===== src/rtl/tmr_pkg.sv =====
// ----------------------------------------------------------------------------
// tmr_pkg
// Shared sizes, codes and types of the timer slot table.
// ----------------------------------------------------------------------------
package tmr_pkg;

    // table size and per-item result limit
    localparam int SLOTS       = 16;
    localparam int MAX_RESULTS = 16;

    localparam int IDX_W  = (SLOTS > 1) ? $clog2(SLOTS) : 1;
    localparam int CNT_W  = $clog2(SLOTS + 1);
    localparam int RES_W  = $clog2(MAX_RESULTS + 1);
    localparam int QIDX_W = (MAX_RESULTS > 1) ? $clog2(MAX_RESULTS) : 1;

    localparam int TAG_W    = 8;
    localparam int PERIOD_W = 32;

    // item kinds
    localparam logic [1:0] KIND_REG   = 2'd0;
    localparam logic [1:0] KIND_UNREG = 2'd1;
    localparam logic [1:0] KIND_TICK  = 2'd2;

    // result status codes
    localparam logic [1:0] ST_OK    = 2'd0;
    localparam logic [1:0] ST_PARAM = 2'd1;
    localparam logic [1:0] ST_FULL  = 2'd2;

    // one table entry as stored in the slot RAM
    typedef struct packed {
        logic [TAG_W-1:0]    tag;
        logic [PERIOD_W-1:0] remaining;
        logic [PERIOD_W-1:0] reload;
        logic                one_shot;
    } t_slot;

    // one queued result (last is derived at the output)
    typedef struct packed {
        logic [1:0]       status;
        logic             fired;
        logic [TAG_W-1:0] fired_tag;
    } t_res;

    // controller to datapath
    typedef struct packed {
        logic             load;
        logic             single;
        logic             rd_en;
        logic [IDX_W-1:0] rd_addr;
        logic             walk_end;
    } t_ctrl_cmd;

    // datapath to controller
    typedef struct packed {
        logic [CNT_W-1:0] used;
        logic             drained;
    } t_dp_stat;

endpackage


===== src/rtl/tmr_if.sv =====
// ----------------------------------------------------------------------------
// tmr_if
// Valid/ready channels for command items and result items.
// ----------------------------------------------------------------------------
interface tmr_in_if;
    logic        valid;
    logic        ready;
    logic [1:0]  kind;
    logic [7:0]  tag;
    logic [31:0] period;
    logic        mode;

    modport source (output valid, kind, tag, period, mode, input ready);
    modport sink   (input valid, kind, tag, period, mode, output ready);
endinterface

interface tmr_out_if;
    logic       valid;
    logic       ready;
    logic [1:0] status;
    logic       fired;
    logic [7:0] fired_tag;
    logic       last;

    modport source (output valid, status, fired, fired_tag, last, input ready);
    modport sink   (input valid, status, fired, fired_tag, last, output ready);
endinterface


===== src/rtl/tmr_ram.sv =====
// ----------------------------------------------------------------------------
// tmr_ram
// Simple dual-port RAM, one write port, one read port with registered data.
// ----------------------------------------------------------------------------
module tmr_ram #(
    parameter int WIDTH = 8,
    parameter int DEPTH = 16
) (
    input  logic                                   i_clk,
    input  logic                                   i_we,
    input  logic [((DEPTH > 1) ? $clog2(DEPTH) : 1)-1:0] i_waddr,
    input  logic [WIDTH-1:0]                       i_wdata,
    input  logic                                   i_re,
    input  logic [((DEPTH > 1) ? $clog2(DEPTH) : 1)-1:0] i_raddr,
    output logic [WIDTH-1:0]                       o_rdata
);

    logic [WIDTH-1:0] r_mem [DEPTH];

    // write port
    always_ff @(posedge i_clk) begin
        if (i_we) begin
            r_mem[i_waddr] <= i_wdata;
        end
    end

    // registered read port
    always_ff @(posedge i_clk) begin
        if (i_re) begin
            o_rdata <= r_mem[i_raddr];
        end
    end

endmodule


===== src/rtl/tmr_ctrl.sv =====
// ----------------------------------------------------------------------------
// tmr_ctrl
// Sequencer: accepts an item, streams slot reads for a table walk when the
// item needs one, then waits until every result beat has left the block.
// ----------------------------------------------------------------------------
module tmr_ctrl (
    input  logic               i_clk,
    input  logic               i_rst_n,
    input  logic               i_in_valid,
    input  logic [1:0]         i_in_kind,
    input  logic [7:0]         i_in_tag,
    output logic               o_in_ready,
    input  tmr_pkg::t_dp_stat  i_stat,
    output tmr_pkg::t_ctrl_cmd o_cmd
);
    import tmr_pkg::*;

    localparam logic [1:0] S_IDLE  = 2'd0;
    localparam logic [1:0] S_WALK  = 2'd1;
    localparam logic [1:0] S_DRAIN = 2'd2;

    logic [1:0]       r_state, n_state;
    logic [CNT_W-1:0] r_rd, n_rd;
    logic [CNT_W-1:0] r_n, n_n;
    logic             walk_item;

    // tick and a valid unregister need a pass over the table
    assign walk_item = (i_in_kind == KIND_TICK) ||
                       ((i_in_kind == KIND_UNREG) && (i_in_tag != '0));

    // next state and commands
    always_comb begin
        n_state       = r_state;
        n_rd          = r_rd;
        n_n           = r_n;
        o_in_ready    = 1'b0;
        o_cmd         = '0;
        o_cmd.rd_addr = r_rd[IDX_W-1:0];
        case (r_state)
            S_IDLE: begin
                o_in_ready = 1'b1;
                if (i_in_valid) begin
                    o_cmd.load   = 1'b1;
                    o_cmd.single = !walk_item;
                    n_rd         = '0;
                    n_n          = i_stat.used;
                    n_state      = walk_item ? S_WALK : S_DRAIN;
                end
            end
            S_WALK: begin
                if (r_rd != r_n) begin
                    o_cmd.rd_en = 1'b1;
                    n_rd        = r_rd + 1'b1;
                end else begin
                    // last read data is processed in this cycle
                    o_cmd.walk_end = 1'b1;
                    n_state        = S_DRAIN;
                end
            end
            S_DRAIN: begin
                if (i_stat.drained) begin
                    n_state = S_IDLE;
                end
            end
            default: begin
                n_state = S_IDLE;
            end
        endcase
    end

    // state registers
    always_ff @(posedge i_clk) begin
        if (!i_rst_n) begin
            r_state <= S_IDLE;
            r_rd    <= '0;
            r_n     <= '0;
        end else begin
            r_state <= n_state;
            r_rd    <= n_rd;
            r_n     <= n_n;
        end
    end

endmodule


===== src/rtl/tmr_dp.sv =====
// ----------------------------------------------------------------------------
// tmr_dp
// Datapath: slot RAM, compacting walk stage, occupancy count and the result
// queue that feeds the output channel.
// ----------------------------------------------------------------------------
module tmr_dp (
    input  logic                   i_clk,
    input  logic                   i_rst_n,
    input  tmr_pkg::t_ctrl_cmd     i_cmd,
    output tmr_pkg::t_dp_stat      o_stat,
    input  logic [1:0]             i_kind,
    input  logic [7:0]             i_tag,
    input  logic [31:0]            i_period,
    input  logic                   i_mode,
    tmr_out_if.source              o_out
);
    import tmr_pkg::*;

    // item context
    logic [1:0]       r_kind;
    logic [TAG_W-1:0] r_tag;
    logic [CNT_W-1:0] r_used, n_used;
    logic [CNT_W-1:0] r_wr,   n_wr;
    logic             r_found, n_found;
    logic [RES_W-1:0] r_nres, n_nres;
    logic             r_fin,  n_fin;
    logic             r_s1_vld;

    // result queue
    t_res              r_q [MAX_RESULTS];
    logic [QIDX_W-1:0] r_q_head, r_q_tail;
    logic [RES_W-1:0]  r_q_cnt;

    // RAM ports
    logic              ram_we;
    logic [IDX_W-1:0]  ram_waddr;
    t_slot             ram_wdata;
    logic [$bits(t_slot)-1:0] ram_rdata;

    t_slot            slot, upd;
    logic             is_tick, expired, drop, keep;
    logic [1:0]       single_st;
    logic             append;
    logic             push_fire, push, pop;
    t_res             push_data;

    tmr_ram #(
        .WIDTH ($bits(t_slot)),
        .DEPTH (SLOTS)
    ) u_ram (
        .i_clk   (i_clk),
        .i_we    (ram_we),
        .i_waddr (ram_waddr),
        .i_wdata (ram_wdata),
        .i_re    (i_cmd.rd_en),
        .i_raddr (i_cmd.rd_addr),
        .o_rdata (ram_rdata)
    );

    // status of a one-beat item (register, bad unregister, unknown kind)
    always_comb begin
        single_st = ST_PARAM;
        append    = 1'b0;
        if (i_kind == KIND_REG) begin
            if ((i_tag == '0) || (i_period == '0)) begin
                single_st = ST_PARAM;
            end else if (r_used >= CNT_W'(SLOTS)) begin
                single_st = ST_FULL;
            end else begin
                single_st = ST_OK;
                append    = 1'b1;
            end
        end
    end

    // walk stage: decide per slot whether it stays and what it becomes
    assign slot    = t_slot'(ram_rdata);
    assign is_tick = (r_kind == KIND_TICK);
    assign expired = (slot.remaining == '0);

    always_comb begin
        upd  = slot;
        drop = 1'b0;
        if (is_tick) begin
            drop          = expired && slot.one_shot;
            upd.remaining = expired ? (slot.reload - 1'b1) : (slot.remaining - 1'b1);
        end else begin
            drop = !r_found && (slot.tag == r_tag);
        end
    end

    assign keep      = r_s1_vld && !drop;
    assign push_fire = r_s1_vld && is_tick && expired && (r_nres < RES_W'(MAX_RESULTS));

    // RAM write: append on register, compacted write-back during a walk
    always_comb begin
        ram_we    = 1'b0;
        ram_waddr = r_wr[IDX_W-1:0];
        ram_wdata = upd;
        if (i_cmd.single && append) begin
            ram_we              = 1'b1;
            ram_waddr           = r_used[IDX_W-1:0];
            ram_wdata.tag       = i_tag;
            ram_wdata.remaining = i_period;
            ram_wdata.reload    = i_period;
            ram_wdata.one_shot  = i_mode;
        end else if (keep) begin
            ram_we = 1'b1;
        end
    end

    // result selection into the queue
    always_comb begin
        push      = 1'b0;
        push_data = '0;
        if (i_cmd.single) begin
            push             = 1'b1;
            push_data.status = single_st;
        end else if (push_fire) begin
            push                = 1'b1;
            push_data.status    = ST_OK;
            push_data.fired     = 1'b1;
            push_data.fired_tag = slot.tag;
        end else if (i_cmd.walk_end && (!is_tick || (r_nres == '0))) begin
            push             = 1'b1;
            push_data.status = ST_OK;
        end
    end

    // context next values
    always_comb begin
        n_used  = r_used;
        n_wr    = r_wr;
        n_found = r_found;
        n_nres  = r_nres;
        n_fin   = r_fin;
        if (i_cmd.load) begin
            n_wr    = '0;
            n_found = 1'b0;
            n_nres  = '0;
            n_fin   = i_cmd.single;
            if (i_cmd.single && append) begin
                n_used = r_used + 1'b1;
            end
        end else begin
            if (r_s1_vld && drop) begin
                n_used = r_used - 1'b1;
                if (!is_tick) begin
                    n_found = 1'b1;
                end
            end
            if (keep) begin
                n_wr = r_wr + 1'b1;
            end
            if (push) begin
                n_nres = r_nres + 1'b1;
            end
            if (i_cmd.walk_end) begin
                n_fin = 1'b1;
            end
        end
    end

    // control registers
    always_ff @(posedge i_clk) begin
        if (!i_rst_n) begin
            r_used   <= '0;
            r_wr     <= '0;
            r_found  <= 1'b0;
            r_nres   <= '0;
            r_fin    <= 1'b1;
            r_s1_vld <= 1'b0;
            r_q_head <= '0;
            r_q_tail <= '0;
            r_q_cnt  <= '0;
        end else begin
            r_used   <= n_used;
            r_wr     <= n_wr;
            r_found  <= n_found;
            r_nres   <= n_nres;
            r_fin    <= n_fin;
            r_s1_vld <= i_cmd.rd_en;
            if (push) begin
                r_q_tail <= r_q_tail + 1'b1;
            end
            if (pop) begin
                r_q_head <= r_q_head + 1'b1;
            end
            r_q_cnt <= r_q_cnt + RES_W'(push) - RES_W'(pop);
        end
    end

    // payload registers
    always_ff @(posedge i_clk) begin
        if (i_cmd.load) begin
            r_kind <= i_kind;
            r_tag  <= i_tag;
        end
        if (push) begin
            r_q[r_q_tail] <= push_data;
        end
    end

    // output: hold back the newest beat until the walk is over, so that
    // the final beat of an item can carry last
    assign o_out.valid     = (r_q_cnt >= RES_W'(2)) || (r_fin && (r_q_cnt != '0));
    assign o_out.status    = r_q[r_q_head].status;
    assign o_out.fired     = r_q[r_q_head].fired;
    assign o_out.fired_tag = r_q[r_q_head].fired_tag;
    assign o_out.last      = r_fin && (r_q_cnt == RES_W'(1));
    assign pop             = o_out.valid && o_out.ready;

    assign o_stat.used    = r_used;
    assign o_stat.drained = r_fin && (r_q_cnt == '0);

`ifndef ASSERT_OFF
    // occupancy stays within the table
    a_used_range: assert property (@(posedge i_clk) disable iff (!i_rst_n)
        r_used <= CNT_W'(SLOTS))
        else $error("slot count above table size");

    // the result queue never overflows
    a_q_no_overflow: assert property (@(posedge i_clk) disable iff (!i_rst_n)
        (push && !pop) |-> (r_q_cnt < RES_W'(MAX_RESULTS)))
        else $error("result queue overflow");

    // compacted write-back stays inside the occupied part of the table
    a_wr_in_table: assert property (@(posedge i_clk) disable iff (!i_rst_n)
        keep |-> (r_wr < r_used))
        else $error("walk write beyond used slots");

    // a finished walk leaves at least one beat for the item
    a_walk_result: assert property (@(posedge i_clk) disable iff (!i_rst_n)
        i_cmd.walk_end |=> (r_q_cnt != '0) || $past(pop))
        else $error("walk ended without a result");
`endif

endmodule


===== src/rtl/multi_slot_software_timer_table_top.sv =====
// ----------------------------------------------------------------------------
// multi_slot_software_timer_table_top
// Packed table of timer slots with register, unregister and tick commands.
//
//  channel  | dir | beat contents
//  ---------+-----+--------------------------------------------
//  i_in     | in  | kind, tag, period, mode
//  o_out    | out | status, fired, fired_tag, last
//
// Register, unregister with tag 0 and unknown kinds: the result beat is ready
// in the cycle after the command is taken, and the block is free again once
// that beat is taken and the sequencer has seen the emptied queue. Unregister
// and tick stream one slot per cycle out of the slot RAM, then the result
// queue drains; the drain overlaps the walk except for the final beat.
// Reset (synchronous, active low) empties the table; no clearing pass.
// Output stalls never stall the walk: up to 16 beats wait in a queue.
// ----------------------------------------------------------------------------
module multi_slot_software_timer_table_top (
    input  logic       i_clk,
    input  logic       i_rst_n,
    tmr_in_if.sink     i_in,
    tmr_out_if.source  o_out
);
    import tmr_pkg::*;

    t_ctrl_cmd cmd;
    t_dp_stat  stat;

    tmr_ctrl u_ctrl (
        .i_clk      (i_clk),
        .i_rst_n    (i_rst_n),
        .i_in_valid (i_in.valid),
        .i_in_kind  (i_in.kind),
        .i_in_tag   (i_in.tag),
        .o_in_ready (i_in.ready),
        .i_stat     (stat),
        .o_cmd      (cmd)
    );

    tmr_dp u_dp (
        .i_clk    (i_clk),
        .i_rst_n  (i_rst_n),
        .i_cmd    (cmd),
        .o_stat   (stat),
        .i_kind   (i_in.kind),
        .i_tag    (i_in.tag),
        .i_period (i_in.period),
        .i_mode   (i_in.mode),
        .o_out    (o_out)
    );

endmodule


===== src/flat_wrapper.sv =====
// flat-port wrapper written by rule: the top's interface ports become plain ports
module multi_slot_software_timer_table_top_flat import tmr_pkg::*;
  (i_clk, i_rst_n, i_in_valid, i_in_kind, i_in_tag, i_in_period, i_in_mode, i_in_ready, o_out_valid, o_out_status, o_out_fired, o_out_fired_tag, o_out_last, o_out_ready);
  tmr_in_if i_in_i ();
  tmr_out_if o_out_i ();
  input  logic i_clk;
  input  logic i_rst_n;
  input wire logic [$bits(i_in_i.valid)-1:0] i_in_valid;
  input wire logic [$bits(i_in_i.kind)-1:0] i_in_kind;
  input wire logic [$bits(i_in_i.tag)-1:0] i_in_tag;
  input wire logic [$bits(i_in_i.period)-1:0] i_in_period;
  input wire logic [$bits(i_in_i.mode)-1:0] i_in_mode;
  output wire logic [$bits(i_in_i.ready)-1:0] i_in_ready;
  output wire logic [$bits(o_out_i.valid)-1:0] o_out_valid;
  output wire logic [$bits(o_out_i.status)-1:0] o_out_status;
  output wire logic [$bits(o_out_i.fired)-1:0] o_out_fired;
  output wire logic [$bits(o_out_i.fired_tag)-1:0] o_out_fired_tag;
  output wire logic [$bits(o_out_i.last)-1:0] o_out_last;
  input wire logic [$bits(o_out_i.ready)-1:0] o_out_ready;
  assign i_in_i.valid = i_in_valid;
  assign i_in_i.kind = i_in_kind;
  assign i_in_i.tag = i_in_tag;
  assign i_in_i.period = i_in_period;
  assign i_in_i.mode = i_in_mode;
  assign i_in_ready = i_in_i.ready;
  assign o_out_valid = o_out_i.valid;
  assign o_out_status = o_out_i.status;
  assign o_out_fired = o_out_i.fired;
  assign o_out_fired_tag = o_out_i.fired_tag;
  assign o_out_last = o_out_i.last;
  assign o_out_i.ready = o_out_ready;
  multi_slot_software_timer_table_top u_core (.i_clk(i_clk), .i_rst_n(i_rst_n), .i_in(i_in_i), .o_out(o_out_i));
endmodule

===== config.mk =====
export PLATFORM = sky130hd
export DESIGN_NAME = multi_slot_software_timer_table_top_flat
export DESIGN_NICKNAME = d
export VERILOG_FILES = /design/src/rtl/tmr_pkg.sv /design/src/rtl/tmr_if.sv /design/src/rtl/tmr_ram.sv /design/src/rtl/tmr_ctrl.sv /design/src/rtl/tmr_dp.sv /design/src/rtl/multi_slot_software_timer_table_top.sv /design/src/flat_wrapper.sv
export SDC_FILE = /design/constraint.sdc
export NUM_CORES = 1
export LEC_CHECK = 0
export BUFFER_PORTS_ARGS = -buffer_cell sky130_fd_sc_hd__buf_4
export CORE_ASPECT_RATIO = 1.2
export CORE_MARGIN = 5
export CORE_UTILIZATION = 60
export DETAILED_ROUTE_END_ITERATION = 12
export PLACE_DENSITY = 0.76
export SLEW_MARGIN = 10
export SYNTH_ARGS = -nofsm -noshare
export SYNTH_HDL_FRONTEND = slang
export SYNTH_HIERARCHICAL = 1
export SYNTH_SLANG_ARGS = --single-unit
export TNS_END_PERCENT = 5

===== constraint.sdc =====
create_clock -name i_clk -period 18.05 [get_ports i_clk]
set_clock_uncertainty 0.05 [all_clocks]
set_input_delay 3.61 -clock i_clk [delete_from_list [all_inputs] [get_ports i_clk]]
set_output_delay 3.61 -clock i_clk [all_outputs]
set_load 0.01 [all_outputs]

==> metrics <==
worst-skew pair later-pin latency 0.75 ns; power density cells 107 mW/mm^2; Area Growth Syn to Fin 11.0%; final WL 138,000 microns; via/cell ratio 6.90; core box area 0.0967 sq mm; post-synth top area cell edfxtp_1; GPL Wtd Cong 0.892; post-synth top area share 73.6%; logic gate share of total power 4.3%; Critical Path Start i_in_period[0]; CTS tree built; Mean Syn Cell Area 19.6 sq um; end of the worst hold path u_core/u_ctrl/r_n[1]; # IOs 61; Initial Util 60.2%; initial antenna violation count 0; net switching power figure 0.00143 W; Clock H-tree levels 4; DR vias 30,732; average wire per standard cell 31.1 microns; Min Hold Slack 0.433 ns; CTS Buffer Depth 3; Seq pwr share 54.6%; Commonest cells post-synth 1,427 x edfxtp_1, 347 x mux4_2, 287 x nand2_1; Sw Ratio 20.6%; die height 351 microns; share of cells above drive strength 1 22.8%; hold wc startpoint u_core/u_ctrl/r_n[1]; Netlist cell types 71; Root Driver clkbuf_16; Pint 0.00549 W; R2R setup slack 12.40 ns; GR Util All Layers 27.0%; dpl hpwl approximately 75,000 microns; Fill cells 5,949; setup ws final 8.75 ns; CTS buffer count between 100 and 150; first-pass GRT wire length 206,000 microns; CP Max Fanout 47; Final Cycle Share 51.5%; post-synthesis cell count 2,964; final total negative setup slack 0 ns; r2r startpoint u_core/u_ctrl/r_state[1]; register bit total from synthesis around 1,500; post-CTS sizing 0; CP arrival around 9.6 ns; number of enable flip-flop cells after synthesis 1,427; IO buf count 60; Post-CTS Setup Inserts 0; pre-CTS WS ~8.2 ns; cell row count 125; Hold Path Class reg2reg; pin count of the biggest net entering global routing around 120; CP endpoint kind flip-flop; RSZ-0062 raised after global routing false; Detail Route Antenna Nets 0; hold path cells 2; Worst-Margin Slew 1.28 ns; Fmax between 100 and 150 MHz; clock sink count 1,473; Hold Buf Count CTS 0; Leak 19.6 nW; drt pass-1 iters 9; ranking of synthesized cells by area edfxtp_1 74%, mux4_2 13%, a22oi_1 2.1%; Mapped Area 0.0582 sq mm; die footprint 0.103 sq mm; CP Data Required Time between 15 and 20 ns; peak supply drop roughly 0.10 mV; Min Clock Period, post-route 9.30 ns; Inserted Diodes 0; Max Cap Viol 0; Final nets 3,147; WS Path Type in2reg; Final setup viols 0; Slew Viols, Final 0; clock power share 41.1%; Clock transition at path regs ~0.060 ns; Ys Warns 6; Reg2Reg Depth 9; sequential share of the synthesized area between 70% and 80%; Die X a little under 300 microns; outcome finished clean; Worst setup SP type input pin; Overflow after GRT 0; slew margin rel. 13.9%; vias in the first global route 31,705; reg2reg end u_core/u_dp/u_ram/r_mem[3][27]; count leader, synth edfxtp_1; FFs w/ async S/R, synth 0%; First DRT Iteration DRCs 4,151; Remaining DRCs 0; ys flop type edfxtp_1; Final Hold Violating Endpoints 0; syn nets 3,035
==> layout make-up <==
cell class | count | area (sq um) | area share, %
Sequential cell | 1473 | 43800 | 67.8
Multi-Input combinational cell | 1312 | 13800 | 21.3
Clock buffer | 171 | 3680 | 5.70
Tap cell | 1270 | 1590 | 2.46
Timing Repair Buffer | 129 | 981 | 1.52
Clock inverter | 76 | 733 | 1.13
Inverter | 21 | 80.1 | 0.124
==> logic make-up after synthesis <==
logic type                 count (synthesis)  share of synthesized area (%)
DFF                                     1473                           75.2
and+or+nand+nor                          567                           4.60
adders and majority gates                 24                          0.542
muxes                                    358                           13.6
buffers and inverters                    179                           1.52
xor gates and xnor gates                  31                          0.466
AOI/OAI and AO/OA                        332                           4.07
==> worst max-delay path: stages <==
cell      delay, ns
buf_4          0.12
nor4_2         1.07
nand4_1        0.72
o21ai_0        0.53
nand3b_1       0.16
buf_4          0.43
buf_4          0.52
nand2_1        0.12
nand2_1        0.14
nand3_1        0.32
nor2_4         0.92
buf_4          0.89
==> power groups by stage <==
stage / clock network, W / registers (W) / logic (W)
final: 0.00284 / 0.00378 / 0.000297
after global placement: 0 / 0.00385 / 0.000281
after detailed placement: 0 / 0.00385 / 0.000296
after global routing: 0.00304 / 0.00378 / 0.000324
after CTS: 0.00288 / 0.00378 / 0.000297
after floorplan: 0 / 0.00383 / 0.000209
==> metrics by stage <==
stage                     total power (W)  area (sq um)  util (%)  std cells
after floorplan                   0.00404         58200         -       2964
after global placement            0.00413         60200      62.2       4204
after detailed placement          0.00415         60200      62.2       4204
after CTS                         0.00696         64600      66.8       4451
after global routing              0.00714         64600      66.8       4452
final                             0.00692         64600      66.8       4452
==> worst max path at each step <==
stage / end / slack [ns] / depth (start not counted)
global placement: u_core/u_dp/u_ram/r_mem[13][7] / 8.38 / 12
global route: u_core/u_dp/u_ram/r_mem[13][5] / 8.60 / 12
floorplan: u_core/u_dp/u_ram/r_mem[4][0] / 6.69 / 11
CTS: u_core/u_dp/u_ram/r_mem[14][42] / 8.99 / 12
finish: u_core/u_dp/u_ram/r_mem[13][42] / 8.75 / 12
detailed placement: u_core/u_dp/u_ram/r_mem[14][14] / 8.23 / 12
==> routing by layer <==
metal	share of wire, %	routed length (microns)	GRT usage [%]
met1	36	49300	36.2
met2	50	69500	44.9
met3	10	14500	6.07
met4	3.6	5030	9.13
met5	0	0	0
==> cell usage in the layout, fill, tap and decap left out, types with 7 or more instances in the layout <==
cell type	netlist	layout
ha_1	22	22
buf_4	17	128
or3_1	16	16
nor2b_1	10	7
and2_1	26	25
clkbuf_16	0	143
edfxtp_1	1427	1427
nand3_1	16	16
nor4_1	37	34
nand4_1	16	16
a22oi_1	165	165
inv_1	19	18
nand2b_1	12	12
nor2_4	0	13
xor2_1	8	8
clkbuf_1	69	28
a211oi_1	8	7
mux4_2	347	347
nor3_1	34	29
clkinv_1	1	29
nand2_1	287	287
o21ai_0	47	41
clkinv_2	0	21
nor2_1	76	59
mux2i_1	11	11
dfxtp_1	46	42
a21oi_1	45	45
xnor2_1	23	23
o221ai_1	11	11
or4_1	7	7
bufinv_16	0	10
==> registers in the layout, summed over array words and instances, names as in the netlist, 4 cells and up, named ones only <==
name and flops:
u_core/u_dp/u_ram/r_mem 1168, u_core/u_dp/r_q 176, u_core/u_dp/u_ram/o_rdata 73, u_core/u_dp/r_tag 8
u_core/u_ctrl/r_n 5, u_core/u_ctrl/r_rd 5, u_core/u_dp/r_nres 5, u_core/u_dp/r_q_cnt 5
u_core/u_dp/r_used 5, u_core/u_dp/r_q_head 4, u_core/u_dp/r_q_tail 4, u_core/u_dp/r_wr 4
Note: power is estimated with default switching activity, not from simulation.
